--- config.mk ---
export PLATFORM = sky130hd
export DESIGN_NAME = priority_task_scheduler
export DESIGN_NICKNAME = d
export VERILOG_FILES = /design/src/design/pts_pkg.sv /design/src/design/pts_level_cell.sv /design/src/design/priority_task_scheduler.sv
export SDC_FILE = /design/constraint.sdc
export NUM_CORES = 1
export LEC_CHECK = 0
export BUFFER_PORTS_ARGS = -buffer_cell sky130_fd_sc_hd__clkbuf_2
export CAP_MARGIN = 20
export CORE_ASPECT_RATIO = 1.75
export CORE_MARGIN = 2
export CORE_UTILIZATION = 55
export DETAILED_ROUTE_END_ITERATION = 10
export HOLD_SLACK_MARGIN = 0.1
export PLACE_DENSITY = 0.77
export SLEW_MARGIN = 10
export SYNTH_ARGS = -nofsm -noshare
export SYNTH_HDL_FRONTEND = slang
export SYNTH_HIERARCHICAL = 1
export SYNTH_SLANG_ARGS = --single-unit
--- constraint.sdc ---
create_clock -name clk -period 3.2 [get_ports clk]
set_clock_uncertainty 0.2 [all_clocks]
set_input_delay 0.48 -clock clk [delete_from_list [all_inputs] [get_ports clk]]
set_output_delay 0.48 -clock clk [all_outputs]
set_load 0.005 [all_outputs]
--- src/design/pts_pkg.sv ---
package pts_pkg;

	localparam int TASK_SLOTS_DEF = 8;
	localparam logic [15:0] QUANTUM_RESET = 16'd10;

	typedef enum logic [2:0] {
		FN_TICK    = 3'd0,
		FN_DELAY   = 3'd1,
		FN_CANCEL  = 3'd2,
		FN_ADD     = 3'd3,
		FN_REMOVE  = 3'd4,
		FN_SETPRIO = 3'd5,
		FN_SUSPEND = 3'd6,
		FN_RESUME  = 3'd7
	} func_t;

	// per-cell command from the sequencer
	typedef struct packed {
		logic wr;       // take ownership of this level
		logic clr;      // leave this level
		logic drop_tid; // leave this level if the given task owns it
	} cell_ctl_t;

endpackage

--- src/design/pts_level_cell.sv ---
module pts_level_cell #(
	parameter int TASK_SLOTS = pts_pkg::TASK_SLOTS_DEF,
	parameter int IDX        = 0
) (
	input  logic                          clk,
	input  logic                          arst_n,
	input  pts_pkg::cell_ctl_t            ctl,
	input  logic [$clog2(TASK_SLOTS)-1:0] wr_owner,
	input  logic [$clog2(TASK_SLOTS)-1:0] tid,
	input  logic [TASK_SLOTS-1:0]         qual,
	input  logic                          tok_in,
	output logic                          pass_out,
	output logic                          hit,
	output logic                          valid,
	output logic [$clog2(TASK_SLOTS)-1:0] owner
);
	import pts_pkg::*;

	localparam int TID_W = $clog2(TASK_SLOTS);
	localparam logic VALID_RST = (IDX >= TASK_SLOTS - 2);
	localparam logic [TID_W-1:0] OWNER_RST = (IDX == TASK_SLOTS - 1) ? TID_W'(1) : '0;

	logic             valid_q;
	logic [TID_W-1:0] owner_q;
	logic             tok_q;
	logic             ready;

	assign ready    = valid_q & qual[owner_q];
	assign hit      = tok_q & ready;
	assign pass_out = tok_q & ~ready;
	assign valid    = valid_q;
	assign owner    = owner_q;

	always_ff @(posedge clk or negedge arst_n) begin
		if (!arst_n) begin
			valid_q <= VALID_RST;
			owner_q <= OWNER_RST;
			tok_q   <= 1'b0;
		end else begin
			tok_q <= tok_in;
			if (ctl.wr) begin
				valid_q <= 1'b1;
				owner_q <= wr_owner;
			end else if (ctl.clr || (ctl.drop_tid && owner_q == tid)) begin
				valid_q <= 1'b0;
			end
		end
	end

endmodule

--- src/design/priority_task_scheduler.sv ---
// Channel   Direction  Signals                                    Beat taken when
// command   in         start, busy, func, task_id, level,         start & !busy
//                      wait_ticks
// result    out        done, status, new_task_id, running_task,   done (one cycle)
//                      switched
// config    in         cfg_valid, cfg_ready, cfg_data             cfg_valid & cfg_ready
//
// Sequence: a command without a scan goes from accept via ST_EXEC to its result strobe.
// A command that scans goes via ST_EXEC and ST_QUAL to ST_SCAN, where it stays while the
// scan token visits 1 to TASK_SLOTS level cells, until one hits or it leaves the row.
// The token walks the row of level cells one cell per clock.
// Reset: asynchronous, active low; tasks 0 and 1 active at the two lowest priority levels.
// The result receiver cannot stall; each result is shown for exactly one cycle.
// The config port is always ready.
module priority_task_scheduler #(
	parameter int TASK_SLOTS = pts_pkg::TASK_SLOTS_DEF
) (
	input  logic        clk,
	input  logic        arst_n,
	input  logic        start,
	output logic        busy,
	input  logic [2:0]  func,
	input  logic [2:0]  task_id,
	input  logic [2:0]  level,
	input  logic [31:0] wait_ticks,
	input  logic        cfg_valid,
	output logic        cfg_ready,
	input  logic [15:0] cfg_data,
	output logic        done,
	output logic        status,
	output logic [2:0]  new_task_id,
	output logic [2:0]  running_task,
	output logic        switched
);
	import pts_pkg::*;

	localparam int TID_W = $clog2(TASK_SLOTS);

	typedef enum logic [1:0] {
		ST_IDLE,
		ST_EXEC,
		ST_QUAL,
		ST_SCAN
	} state_t;

	state_t state_q;

	// captured command beat
	func_t       func_q;
	logic [2:0]  tid_q;
	logic [2:0]  lvl_q;
	logic [31:0] dly_q;

	// task table and timers
	logic [TASK_SLOTS-1:0] active_q;
	logic [TASK_SLOTS-1:0] waiting_q;
	logic [TASK_SLOTS-1:0] held_q;
	logic [31:0]           wake_q [TASK_SLOTS];
	logic [TASK_SLOTS-1:0] qual_q;
	logic [TID_W-1:0]      current_q;
	logic [15:0]           slice_q;
	logic [31:0]           time_q;
	logic [15:0]           quantum_q;

	// result registers
	logic       done_q;
	logic       status_q;
	logic [2:0] new_id_q;
	logic       switched_q;

	// decoded command
	logic             tid_ok;
	logic             lvl_ok;
	logic [TID_W-1:0] tid_i;
	logic [TID_W-1:0] lvl_i;
	logic [15:0]      slice_inc;
	logic             lvl_busy;
	logic [TASK_SLOTS-1:0] free_vec;
	logic [TASK_SLOTS-1:0] free_oh;
	logic [TID_W-1:0]      free_idx;
	logic [TASK_SLOTS-1:0] own_vec;
	logic [TASK_SLOTS-1:0] own_oh;
	logic             add_ok;
	logic             move_ok;
	logic             cmd_err;
	logic             scan_req;
	logic [TASK_SLOTS-1:0] qualify;

	// level cell row
	cell_ctl_t             cell_ctl [TASK_SLOTS];
	logic [TID_W-1:0]      cell_wr_owner;
	logic [TASK_SLOTS-1:0] cell_tok;
	logic [TASK_SLOTS-1:0] cell_pass;
	logic [TASK_SLOTS-1:0] cell_hit;
	logic [TASK_SLOTS-1:0] cell_valid;
	logic [TID_W-1:0]      cell_owner [TASK_SLOTS];
	logic [TID_W-1:0]      hit_owner;
	logic                  exec;

	assign busy         = (state_q != ST_IDLE);
	assign cfg_ready    = 1'b1;
	assign done         = done_q;
	assign status       = status_q;
	assign new_task_id  = new_id_q;
	assign running_task = 3'(current_q);
	assign switched     = switched_q;

	assign exec      = (state_q == ST_EXEC);
	assign tid_ok    = (32'(tid_q) < TASK_SLOTS);
	assign lvl_ok    = (32'(lvl_q) < TASK_SLOTS);
	assign tid_i     = TID_W'(tid_q);
	assign lvl_i     = TID_W'(lvl_q);
	assign slice_inc = slice_q + 16'd1;
	assign lvl_busy  = cell_valid[lvl_i];

	// lowest free task slot and lowest level owned by the addressed task
	assign free_vec = ~active_q;
	assign free_oh  = free_vec & (~free_vec + TASK_SLOTS'(1));
	assign own_oh   = own_vec & (~own_vec + TASK_SLOTS'(1));

	always_comb begin
		free_idx  = '0;
		hit_owner = '0;
		for (int i = 0; i < TASK_SLOTS; i++) begin
			own_vec[i] = cell_valid[i] && (cell_owner[i] == tid_i);
			if (free_oh[i])
				free_idx = free_idx | TID_W'(i);
			if (cell_hit[i])
				hit_owner = hit_owner | cell_owner[i];
			qualify[i] = (active_q[i] & ~waiting_q[i] & ~held_q[i])
				| (waiting_q[i] & (time_q >= wake_q[i]));
		end
	end

	assign add_ok  = lvl_ok && !lvl_busy && (free_vec != '0);
	assign move_ok = tid_ok && lvl_ok && !lvl_busy;

	always_comb begin
		cmd_err  = 1'b0;
		scan_req = 1'b0;
		case (func_q)
			FN_TICK: begin
				scan_req = (slice_inc >= quantum_q);
			end
			FN_ADD: begin
				cmd_err = !add_ok;
			end
			FN_RESUME: begin
				cmd_err = !tid_ok;
			end
			FN_SETPRIO: begin
				cmd_err  = !(tid_ok && lvl_ok);
				scan_req = tid_ok && lvl_ok;
			end
			FN_DELAY, FN_CANCEL, FN_REMOVE, FN_SUSPEND: begin
				cmd_err  = !tid_ok;
				scan_req = tid_ok;
			end
			default: begin
				cmd_err = 1'b1;
			end
		endcase
	end

	// owner written into a level: the new slot on add, the task itself on a move
	assign cell_wr_owner = (func_q == FN_ADD) ? free_idx : tid_i;

	always_comb begin
		for (int i = 0; i < TASK_SLOTS; i++) begin
			cell_ctl[i].wr = exec && (TID_W'(i) == lvl_i)
				&& (((func_q == FN_ADD) && add_ok) || ((func_q == FN_SETPRIO) && move_ok));
			cell_ctl[i].clr      = exec && (func_q == FN_SETPRIO) && move_ok && own_oh[i];
			cell_ctl[i].drop_tid = exec && (func_q == FN_REMOVE) && tid_ok;
		end
	end

	// token enters level 0 and walks toward the lowest priority
	always_comb begin
		cell_tok[0] = (state_q == ST_QUAL);
		for (int i = 1; i < TASK_SLOTS; i++)
			cell_tok[i] = cell_pass[i-1];
	end

	for (genvar g = 0; g < TASK_SLOTS; g++) begin : g_cell
		pts_level_cell #(
			.TASK_SLOTS(TASK_SLOTS),
			.IDX       (g)
		) u_cell (
			.clk     (clk),
			.arst_n  (arst_n),
			.ctl     (cell_ctl[g]),
			.wr_owner(cell_wr_owner),
			.tid     (tid_i),
			.qual    (qual_q),
			.tok_in  (cell_tok[g]),
			.pass_out(cell_pass[g]),
			.hit     (cell_hit[g]),
			.valid   (cell_valid[g]),
			.owner   (cell_owner[g])
		);
	end

	// config register
	always_ff @(posedge clk or negedge arst_n) begin
		if (!arst_n) begin
			quantum_q <= QUANTUM_RESET;
		end else if (cfg_valid && cfg_ready) begin
			quantum_q <= cfg_data;
		end
	end

	// capture the command beat
	always_ff @(posedge clk) begin
		if (start && !busy) begin
			func_q <= func_t'(func);
			tid_q  <= task_id;
			lvl_q  <= level;
			dly_q  <= wait_ticks;
		end
	end

	// sequencer, task table and result registers
	always_ff @(posedge clk or negedge arst_n) begin
		if (!arst_n) begin
			state_q    <= ST_IDLE;
			active_q   <= TASK_SLOTS'(3);
			waiting_q  <= '0;
			held_q     <= '0;
			for (int i = 0; i < TASK_SLOTS; i++)
				wake_q[i] <= '0;
			qual_q     <= '0;
			current_q  <= '0;
			slice_q    <= '0;
			time_q     <= '0;
			done_q     <= 1'b0;
			status_q   <= 1'b0;
			new_id_q   <= '0;
			switched_q <= 1'b0;
		end else begin
			done_q <= 1'b0;
			case (state_q)
				ST_IDLE: begin
					if (start) begin
						state_q <= ST_EXEC;
					end
				end
				ST_EXEC: begin
					status_q   <= cmd_err;
					switched_q <= scan_req;
					new_id_q   <= '0;
					case (func_q)
						FN_TICK: begin
							time_q  <= time_q + 32'd1;
							slice_q <= scan_req ? 16'd0 : slice_inc;
						end
						FN_DELAY: begin
							if (tid_ok) begin
								wake_q[tid_i]    <= time_q + dly_q;
								waiting_q[tid_i] <= 1'b1;
							end
						end
						FN_CANCEL: begin
							if (tid_ok)
								waiting_q[tid_i] <= 1'b0;
						end
						FN_ADD: begin
							if (add_ok) begin
								active_q[free_idx] <= 1'b1;
								new_id_q           <= 3'(free_idx);
							end
						end
						FN_REMOVE: begin
							if (tid_ok)
								active_q[tid_i] <= 1'b0;
						end
						FN_SUSPEND: begin
							if (tid_ok)
								held_q[tid_i] <= 1'b1;
						end
						FN_RESUME: begin
							if (tid_ok)
								held_q[tid_i] <= 1'b0;
						end
						default: begin
						end
					endcase
					if (scan_req) begin
						state_q <= ST_QUAL;
					end else begin
						state_q <= ST_IDLE;
						done_q  <= 1'b1;
					end
				end
				ST_QUAL: begin
					// freeze readiness for the walk; the token enters level 0 now
					qual_q  <= qualify;
					state_q <= ST_SCAN;
				end
				ST_SCAN: begin
					if (cell_hit != '0) begin
						current_q            <= hit_owner;
						waiting_q[hit_owner] <= 1'b0;
						state_q              <= ST_IDLE;
						done_q               <= 1'b1;
					end else if (cell_pass[TASK_SLOTS-1]) begin
						// nothing qualifies: keep the current task
						state_q <= ST_IDLE;
						done_q  <= 1'b1;
					end
				end
				default: begin
					state_q <= ST_IDLE;
				end
			endcase
		end
	end

	// at most one level claims the scan
	a_one_hit: assert property (@(posedge clk) disable iff (!arst_n)
		$onehot0(cell_hit))
		else $error("more than one level hit in one cycle");

	// the token never runs outside a scan
	a_tok_scan: assert property (@(posedge clk) disable iff (!arst_n)
		(cell_pass != '0 || cell_hit != '0) |-> state_q == ST_SCAN)
		else $error("scan token outside a scan");

	// a result strobe only as the sequencer returns to idle
	a_done_idle: assert property (@(posedge clk) disable iff (!arst_n)
		done_q |-> state_q == ST_IDLE && $past(state_q) != ST_IDLE)
		else $error("result strobe out of sequence");

	// a scanning command never reports an error
	a_scan_ok: assert property (@(posedge clk) disable iff (!arst_n)
		(done_q && switched_q) |-> !status_q)
		else $error("scan reported with error status");

	// an accepted command keeps the block busy next cycle
	a_accept_busy: assert property (@(posedge clk) disable iff (!arst_n)
		(start && !busy) |=> busy)
		else $error("accepted command did not start");

endmodule

======== Word-level counts from Yosys, hierarchy flattened ========
Index checks and enable logic that the tools add are counted.
cells by class
  muxes and demuxes ....................... 79
  order comparisons ....................... 26
  $add $sub $neg .......................... 5
  reduce and logical (&&, ||, !) cells .... 88
  equality and inequality tests ........... 30
  bitwise logic cells ..................... 102
operators by type and width
  cell                                                count
  bitwise mux 256 bit                                 1
  >= comparator 32 bit                                8
  demux 32 bit (select 3 bit)                         1
  case mux 8 bit (2 select lines)                     4
  logical AND 1 bit                                   51
  AND 1 bit                                           48
  AND 8 bit                                           6
  < comparator 3 x 4 -> 1 bit, second input constant  12
  2-to-1 mux 3 bit                                    15
  inverter 8 bit                                      5
  2-to-1 mux 1 bit                                    33
  adder 32 x 1 -> 32 bit, second input constant       1
  adder 32 bit                                        1
  2-to-1 mux 32 bit                                   1
  binary-select mux 1 bit (select 3 bit)              9
  equality test 3 bit                                 8
  inverter 1 bit                                      24
  OR 8 bit                                            3
  nonzero test 2 bit                                  12
  OR 3 bit                                            7
  adder 16 x 1 -> 16 bit, second input constant       1
  adder 8 x 1 -> 8 bit, second input constant         2
  >= comparator 16 bit                                1
  2-to-1 mux 16 bit                                   1
  29 further kinds                                    75
word-level totals
  input bits .............................. 61
  flip-flop bits (word level) ............. 444

======== Longest topological paths before layout ========
Gate-level depths: netlist of the first run.
  word-level depth ........................ 27
  depth in mapped cells ................... 16
  mapped depth without buffers ............ 15

======== Cells and area by module ========
The synthesis of the first run kept the hierarchy.
modules (own cells, without submodules)
  module                                  seq. area each (µm²)  area an instance (µm²)  times used  cells each
  priority_task_scheduler                 10319.9               24651.1                 1           2687
  pts_level_cell at g_cell[0].u_cell ...  125.1                 296.5                   6           22
  pts_level_cell at g_cell[7].u_cell      127.6                 299.0                   1           22
  pts_level_cell at g_cell[6].u_cell      126.4                 297.8                   1           22

======== Worst setup path after synthesis of the first run ========
No wires, ideal clock.
  path kind ............................... register -> register
  start ................................... register slice_q[0]
  end ..................................... register slice_q[12]
  arrival time ............................ 2923 ps
  required time ........................... 2876 ps
  buffers on the path ..................... 1
  stages on the path, launching flop included .. 16
  path slack .............................. -47 ps
  cells stage by stage .................... dfrtp_1 -> ha_1 -> nand3_1 -> nor2_1 -> and4_1 -> xor2_1 -> ha_1 -> a211o_1 -> a211oi_1 -> o21ai_0 -> a21oi_1 -> o31a_1 -> o21ai_1 -> clkbuf_1 -> nor2_1 -> a211o_1
between the ends
  word-level cells in the longest chain between the ends .. 4
ends and longest elaborated chain
  what                             RTL line                        text
  from (decl)                      priority_task_scheduler.sv:61   logic [15:0] slice_q;
  from (signal assigned)           priority_task_scheduler.sv:254  slice_q <= scan_req ? 16'd0 : slice_inc;
  adder 16 x 1 -> 16 bit (*)       priority_task_scheduler.sv:113  assign slice_inc = slice_q + 16'd1;
  >= comparator 16 bit             priority_task_scheduler.sv:143  scan_req = (slice_inc >= quantum_q);
  case mux 1 bit (2 select lines)  priority_task_scheduler.sv:141  case (func_q)
  2-to-1 mux 16 bit (*)            priority_task_scheduler.sv:254
Mark *: on every way between the ends. The rest lies on a longest branch, timed or not.
A chain may end at the register's enable or synchronous reset.

==> results of run 1 <==
## kinds of logic (layout without fill, tap and decap cells)
family	Yosys count	in the layout	synth area share (%)
AOI/OAI and AO/OA	734	734	16.4
xor gates and xnor gates	120	120	3.97
adders and majority gates	306	306	14.2
buffers and inverters	398	666	5.67
DFF	444	444	41.9
muxes	76	76	3.61
other	1	1	0.0139
and+or+nand+nor	784	784	14.2
## cell usage in the layout (no fill, tap or decap), types with 48 or more instances in the layout
cell             n
a21o_1          76
a21oi_1        151
buf_4          141
clkbuf_16       48
clkbuf_2        69
dfrtp_1        394
dlygate4sd3_1   59
ha_1           303
inv_1          301
mux2_2          61
nand2_1        359
nand4_1         72
nor2_1         100
o21ai_0        318
xnor2_1         87
## report_power, final
| group | internal [W] | total (W) | switching [W] |
|---|---|---|---|
| logic | 0.00317 | 0.00745 | 0.00428 |
| registers | 0.00713 | 0.00837 | 0.00124 |
| clock network | 0.00324 | 0.00556 | 0.00232 |
| total | 0.0135 | 0.0214 | 0.00784 |
## metal layers
layer,track usage [%],part of all wire (%)
met1,33.1,35
met2,56.3,51
met3,5.61,5.1
met4,25.6,9.4
met5,0,0
## sequential cells by signal, indices dropped and copies added (netlist names), 3 cells and up, named ones only
| signal | count |
|---|---|
| dly_q | 32 |
| lvl_i | 3 |
| g_cell.u_cell/valid | 8 |
| wake_q | 256 |
| slice_q | 16 |
| time_q | 32 |
| running_task | 3 |
| qual_q | 8 |
| func_q | 3 |
| active_q | 8 |
| tid_i | 3 |
| quantum_q | 16 |
| new_task_id | 3 |
| g_cell.u_cell/owner | 24 |
| g_cell.u_cell/tok_q | 8 |
## path summary, 6_finish.rpt
kind / endpoint / slack [ns] / cells after the start
worst max-delay path: g_cell[1].u_cell/owner[1] / -0.004 / 8
worst min-delay path: quantum_q[1] / 0.25 / 3
worst max register to register: g_cell[1].u_cell/owner[1] / -0.004 / 8
worst min register to register: wake_q[177] / 0.28 / 2
max in group asynchronous: wake_q[228] / 1.54 / 3
min in group asynchronous: g_cell[5].u_cell/owner[1] / 0.36 / 2
## worst max-delay path, stage by stage, from the launching register on
cell      delay (ns)
edfxtp_1        0.61
mux4_2          0.45
mux2i_1         0.30
and2_1          0.21
o211ai_1        0.13
or2_2           0.36
nor2_2          0.30
buf_4           0.20
mux2_2          0.34
## repair_timing
item	4_1_cts	5_1_grt
endpoints found under the setup margin	18	145
resized for setup	13	62
endpoints found under the hold margin	135	0
gates cloned	1	1
setup buffers	1	16
pin swaps	2	22
hold buffers	59	0
## per-stage QoR
stage / setup WS, ns / instance area [sq um] / std cells / utilization, % / hold slack (ns)
2_1_floorplan: 0.0123 / 27000 / 2863 / - / -0.0156
3_3_place_gp: 0.0524 / 29000 / 3627 / 59.6 / 0.261
3_5_place_dp: -0.0974 / 29000 / 3627 / 59.6 / 0.269
4_1_cts: -0.00722 / 31100 / 3768 / 64.1 / 0.245
5_1_grt: -0.128 / 31600 / 3785 / 65.0 / 0.305
6_report: -0.00416 / 31600 / 3785 / 65.0 / 0.249
## layout make-up
| type | instances | share of cell area (%) |
|---|---|---|
| multi-input cells | 2021 | 45.9 |
| well taps | 654 | 2.59 |
| clock inverters | 14 | 0.606 |
| clock buffers | 66 | 4.27 |
| flip-flops and latches | 444 | 35.9 |
| repair buffers | 284 | 7.18 |
| inverters | 302 | 3.59 |
==> flow_summary.json, run 1 <==
{
  "syn_area_per_cell_sq_um": 9.44,
  "critPathLaunch": "lvl_i[1]",
  "drc": 0,
  "synth_most_common_cell": "dfrtp_1",
  "vias": 22800,
  "die_h_um": 297,
  "clk_latency_ns": 0.58,
  "synth_area_leader_cell": "dfrtp_1",
  "grt_use_total_pct": 32.1,
  "rr_startpoint": "lvl_i[1]",
  "p_per_area_nw_per_um2": 677,
  "path_max_fanout": 4,
  "crit_required_ns": 3.46,
  "die_area_sq_um": 51000,
  "synthCells": 2863,
  "slew_viol_final": 0,
  "grt_pass1_vias": 23600,
  "cts_made_buffers": 43,
  "setup_viol": 2,
  "rows": 107,
  "hold_viol_final": 0,
  "violations": "setup timing",
  "hp-start": "cfg_valid",
  "wl_um": 81000,
  "grt_pass1_wl_um": 127000,
  "dp_hpwl_um": 58200,
  "synth_cell_types": 86,
  "fin_crit_sh_pct": 100,
  "critPathKind": "reg -> reg",
  "multi_input_comb_area_sq_um": 14500,
  "ioPinCount": 72,
  "setup_slack_ns": -0.00416,
  "ctsLongestPathBuffers": 3,
  "ys_top_cells_by_count": "dfrtp_1, nand2_1, o21ai_0",
  "clockRootBuffer": "clkbuf_16",
  "start_kind": "register",
  "coreArea_sq_um": 48600,
  "p_total_w": 0.0214,
  "relSlewSlack_pct": 22.7,
  "synth_top_cell_area_share_pct": 36.7,
  "first_pass_iters": 5,
  "ys_seq_elements": 444,
  "syn-cell-area_sq_um": 27000,
  "p_leak_nw": 14.7,
  "clock.fmax_mhz": 312,
  "ys_warn_count": 6,
  "ys.flop_type": "dfrtp_1",
  "outcome": "finished, violations left",
  "tritoncts": "built",
  "worst_slew_pin_slew_ns": 1.15,
  "area_growth_pct": 16.8,
  "grt_max_degree": 95,
  "first_iter_violations": 1473,
  "routabilityCongestion": 0.944,
  "antenna_left": 0,
  "port_buffers": 70,
  "final.fill_count": 3804,
  "antenna_cells": 0,
  "period_minus_slack_ns": 3.20,
  "async_reset_ff_share_pct": 90.8,
  "tns_ns": -0.00786,
  "start_util_pct": 55.6,
  "synth_edf_count": 41,
  "ys_seq_area_share_pct": 41.9,
  "cp.arrival_ns": 3.47,
  "cts_sinks": 444,
  "fp.dieW_um": 172,
  "irDropWorstVdd_uv": 408,
  "antenna_found_initial": 0,
  "grt_overflow": 0,
  "wl_per_cell_um": 21.4,
  "rsz0062_at_grt": "true",
  "drive_above_1_share_pct": 15.3,
  "worstHoldPathType": "in -> reg",
  "vias_per_cell": 6.02,
  "cts-htree-levels": 2,
  "maxCapViolCount": 0,
  "nNetsFinal": 3463,
  "clkSlewWorstSetupHoldPaths_ns": 0.06,
  "synth_fp_nets": 3230,
  "critPathCaptureType": "register",
  "seqCellArea_sq_um": 11300,
  "netlist_top_cells_area": "dfrtp_1, ha_1, o21ai_0, nand2_1, edfxtp_1"
}
No activity file was read; power rests on OpenSTA's default activity.
==> run 2, diff against run 1 <==
--- a/config.mk
+++ b/config.mk
@@ -10,6 +10,7 @@
 export CORE_ASPECT_RATIO = 1.75
 export CORE_MARGIN = 2
 export CORE_UTILIZATION = 55
+export CTS_CLUSTER_DIAMETER = 40
 export DETAILED_ROUTE_END_ITERATION = 10
 export HOLD_SLACK_MARGIN = 0.1
 export PLACE_DENSITY = 0.77
==> constraint.sdc (replaced) <==
create_clock -name clk -period 3.2 [get_ports clk]
set_clock_uncertainty 0.2 [all_clocks]
set_input_delay 0.16 -clock clk [delete_from_list [all_inputs] [get_ports clk]]
set_output_delay 0.16 -clock clk [all_outputs]
set_load 0.01 [all_outputs]
==> flow_summary.json, run 2 (synthesized netlist as in run 1, its figures left out) <==
{
  "cts-htree-levels": 2,
  "die_h_um": 297,
  "drive_above_1_share_pct": 15.7,
  "wl_per_cell_um": 21.2,
  "setup_slack_ns": -0.150,
  "period_minus_slack_ns": 3.35,
  "rsz0062_at_grt": "true",
  "cp_common_cell": "a211o_1",
  "start_util_pct": 55.6,
  "final_util_pct": 66.9,
  "worst_hold_slack_ns": 0.121,
  "final.fill_count": 3755,
  "clkSlewWorstSetupHoldPaths_ns": 0.07,
  "critPathCaptureType": "register",
  "vias_per_cell": 6.02,
  "final_area_sq_um": 32500,
  "rows": 107,
  "antenna_found_initial": 1,
  "die_area_sq_um": 51000,
  "ioPinCount": 72,
  "tritoncts": "built",
  "coreArea_sq_um": 48600,
  "outcome": "finished, violations left",
  "fin_crit_sh_pct": 105,
  "worstHoldPathType": "in -> reg",
  "grt_max_degree": 87,
  "first_iter_violations": 1665,
  "slew_viol_final": 0,
  "cp.arrival_ns": 3.67,
  "post_dp_cell_area_sq_um": 28900,
  "crit_chain": "nand4_1 > nor2_4 > nand3_2 > xnor2_2 > ha_1 > a211o_1 > a211oi_2 > o21ai_1 > a21oi_1 > o31a_1 > o21ai_2 > buf_2 > nor3_1 > a211o_1",
  "top_regs": "wake_q (256), dly_q (32), time_q (32)",
  "relSlewSlack_pct": 25.9,
  "ctsLongestPathBuffers": 3,
  "irDropWorstVdd_uv": 448,
  "cts_made_buffers": 50,
  "grt_pass1_vias": 23900,
  "p_leak_nw": 15.0,
  "routabilityCongestion": 0.954,
  "wl_um": 82200,
  "largest_reg_flops": 256,
  "p_per_area_nw_per_um2": 676,
  "critPathKind": "reg -> reg",
  "crit_required_ns": 3.52,
  "layoutNonFillerInstCount": 3873,
  "cp_slowest_cell": "dfrtp_2",
  "dp_hpwl_um": 58000,
  "nNetsFinal": 3544,
  "worst_slew_pin_slew_ns": 1.10,
  "area_growth_pct": 20.3,
  "fp.dieW_um": 172,
  "setup_viol": 2,
  "drc": 0,
  "first_pass_iters": 6,
  "maxCapViolCount": 0,
  "antenna_left": 0,
  "layout_common_cells": "dfrtp_1, nand2_1, o21ai_0, ha_1, inv_1",
  "hold_viol_final": 0,
  "clk_latency_ns": 0.59,
  "layout_commonest_cell": "dfrtp_1",
  "grt_overflow": 0,
  "start_kind": "register",
  "clockRootBuffer": "clkbuf_16",
  "grt_pass1_wl_um": 127000,
  "port_buffers": 70,
  "cts_sinks": 444,
  "clock.fmax_mhz": 299,
  "vias": 23300,
  "largest_register": "wake_q",
  "violations": "setup timing",
  "dp_cells": 3628,
  "max_stage_delay_ns": 0.42,
  "path_max_fanout": 6,
  "grt_use_total_pct": 32.0,
  "place_ws_ns": -0.129
}
[run 2: changes by cell type in the layout (fill, tap and decap cells not counted), sizes merged]
cell,delta
dlygate4sd3,+70
inv,+13
clkinvlp,+2
diode,+1
clkbuf,-3
buf,+3
bufinv,+2
[run 2: worst max-delay path, delay by kind of cell, from the launching register on]
| family | cells | cell delay [ns] |
|---|---|---|
| XOR/XNOR | 1 | 0.19 |
| buffers and inverters | 1 | 0.18 |
| flip-flops | 1 | 0.42 |
| adder cells (fa/ha/maj) | 1 | 0.32 |
| AO/OA/AOI/OAI | 7 | 1.17 |
| AND/OR/NAND/NOR | 4 | 0.81 |
[run 2: layer usage]
metal / vias to the layer above / track usage (%) / wire (um)
li1: 10700 / - / -
met1: 11300 / 33.3 / 28600
met2: 913 / 56.6 / 42100
met3: 424 / 4.91 / 4180
met4: 0 / 24.5 / 7310
met5: - / 0 / 0
[run 2: where the power goes]
group	internal, W	leakage, nW	switching [W]	total [W]
Sequential	0.00713	5.81	0.00124	0.00837
Clock	0.00353	0.844	0.00259	0.00612
Combinational	0.00324	8.38	0.00424	0.00748
Total	0.0139	15.0	0.00807	0.0220
[run 2: timing repair]
item                                   4_1_cts  5_1_grt
hold buffers                               129        0
resized for setup                            6       84
pin swaps                                    1       26
gates cloned                                 0        3
endpoints found under the hold margin      459        0
setup endpoints to repair                   13      115
setup buffers                                0       19
[run 2: layout make-up]
cell class                      count  area [sq um]  area share (%)
Antenna cell                        1          2.50         0.00770
Clock buffer                       62          1340            4.11
Clock inverter                     31           397            1.22
Inverter                          302          1130            3.49
Multi-Input combinational cell   2021         14500            44.7
Sequential cell                   444         11300            34.9
Tap cell                          654           818            2.52
Timing Repair Buffer              358          2970            9.12
[run 2: worst paths after layout]
kind                                 from                   endpoint  slack [ns]  depth (start not counted)
max in group asynchronous          arst_n                  time_q[5]        1.33                          4
hold / removal             wait_ticks[28]                  dly_q[28]        0.12                          2
setup reg to reg               slice_q[0]                 slice_q[9]       -0.15                         14
min in group asynchronous          arst_n  g_cell[4].u_cell/owner[2]        0.49                          3
hold reg to reg                wake_q[70]                 wake_q[70]        0.28                          2
setup / recovery               slice_q[0]                 slice_q[9]       -0.15                         14
[run 2: stage by stage]
step           setup TNS (ns)  total power (W)
2_1_floorplan               0           0.0127
3_3_place_gp           -0.144           0.0151
3_5_place_dp           -0.137           0.0154
4_1_cts               -0.0101           0.0217
5_1_grt                 -1.67           0.0231
6_report               -0.154           0.0220
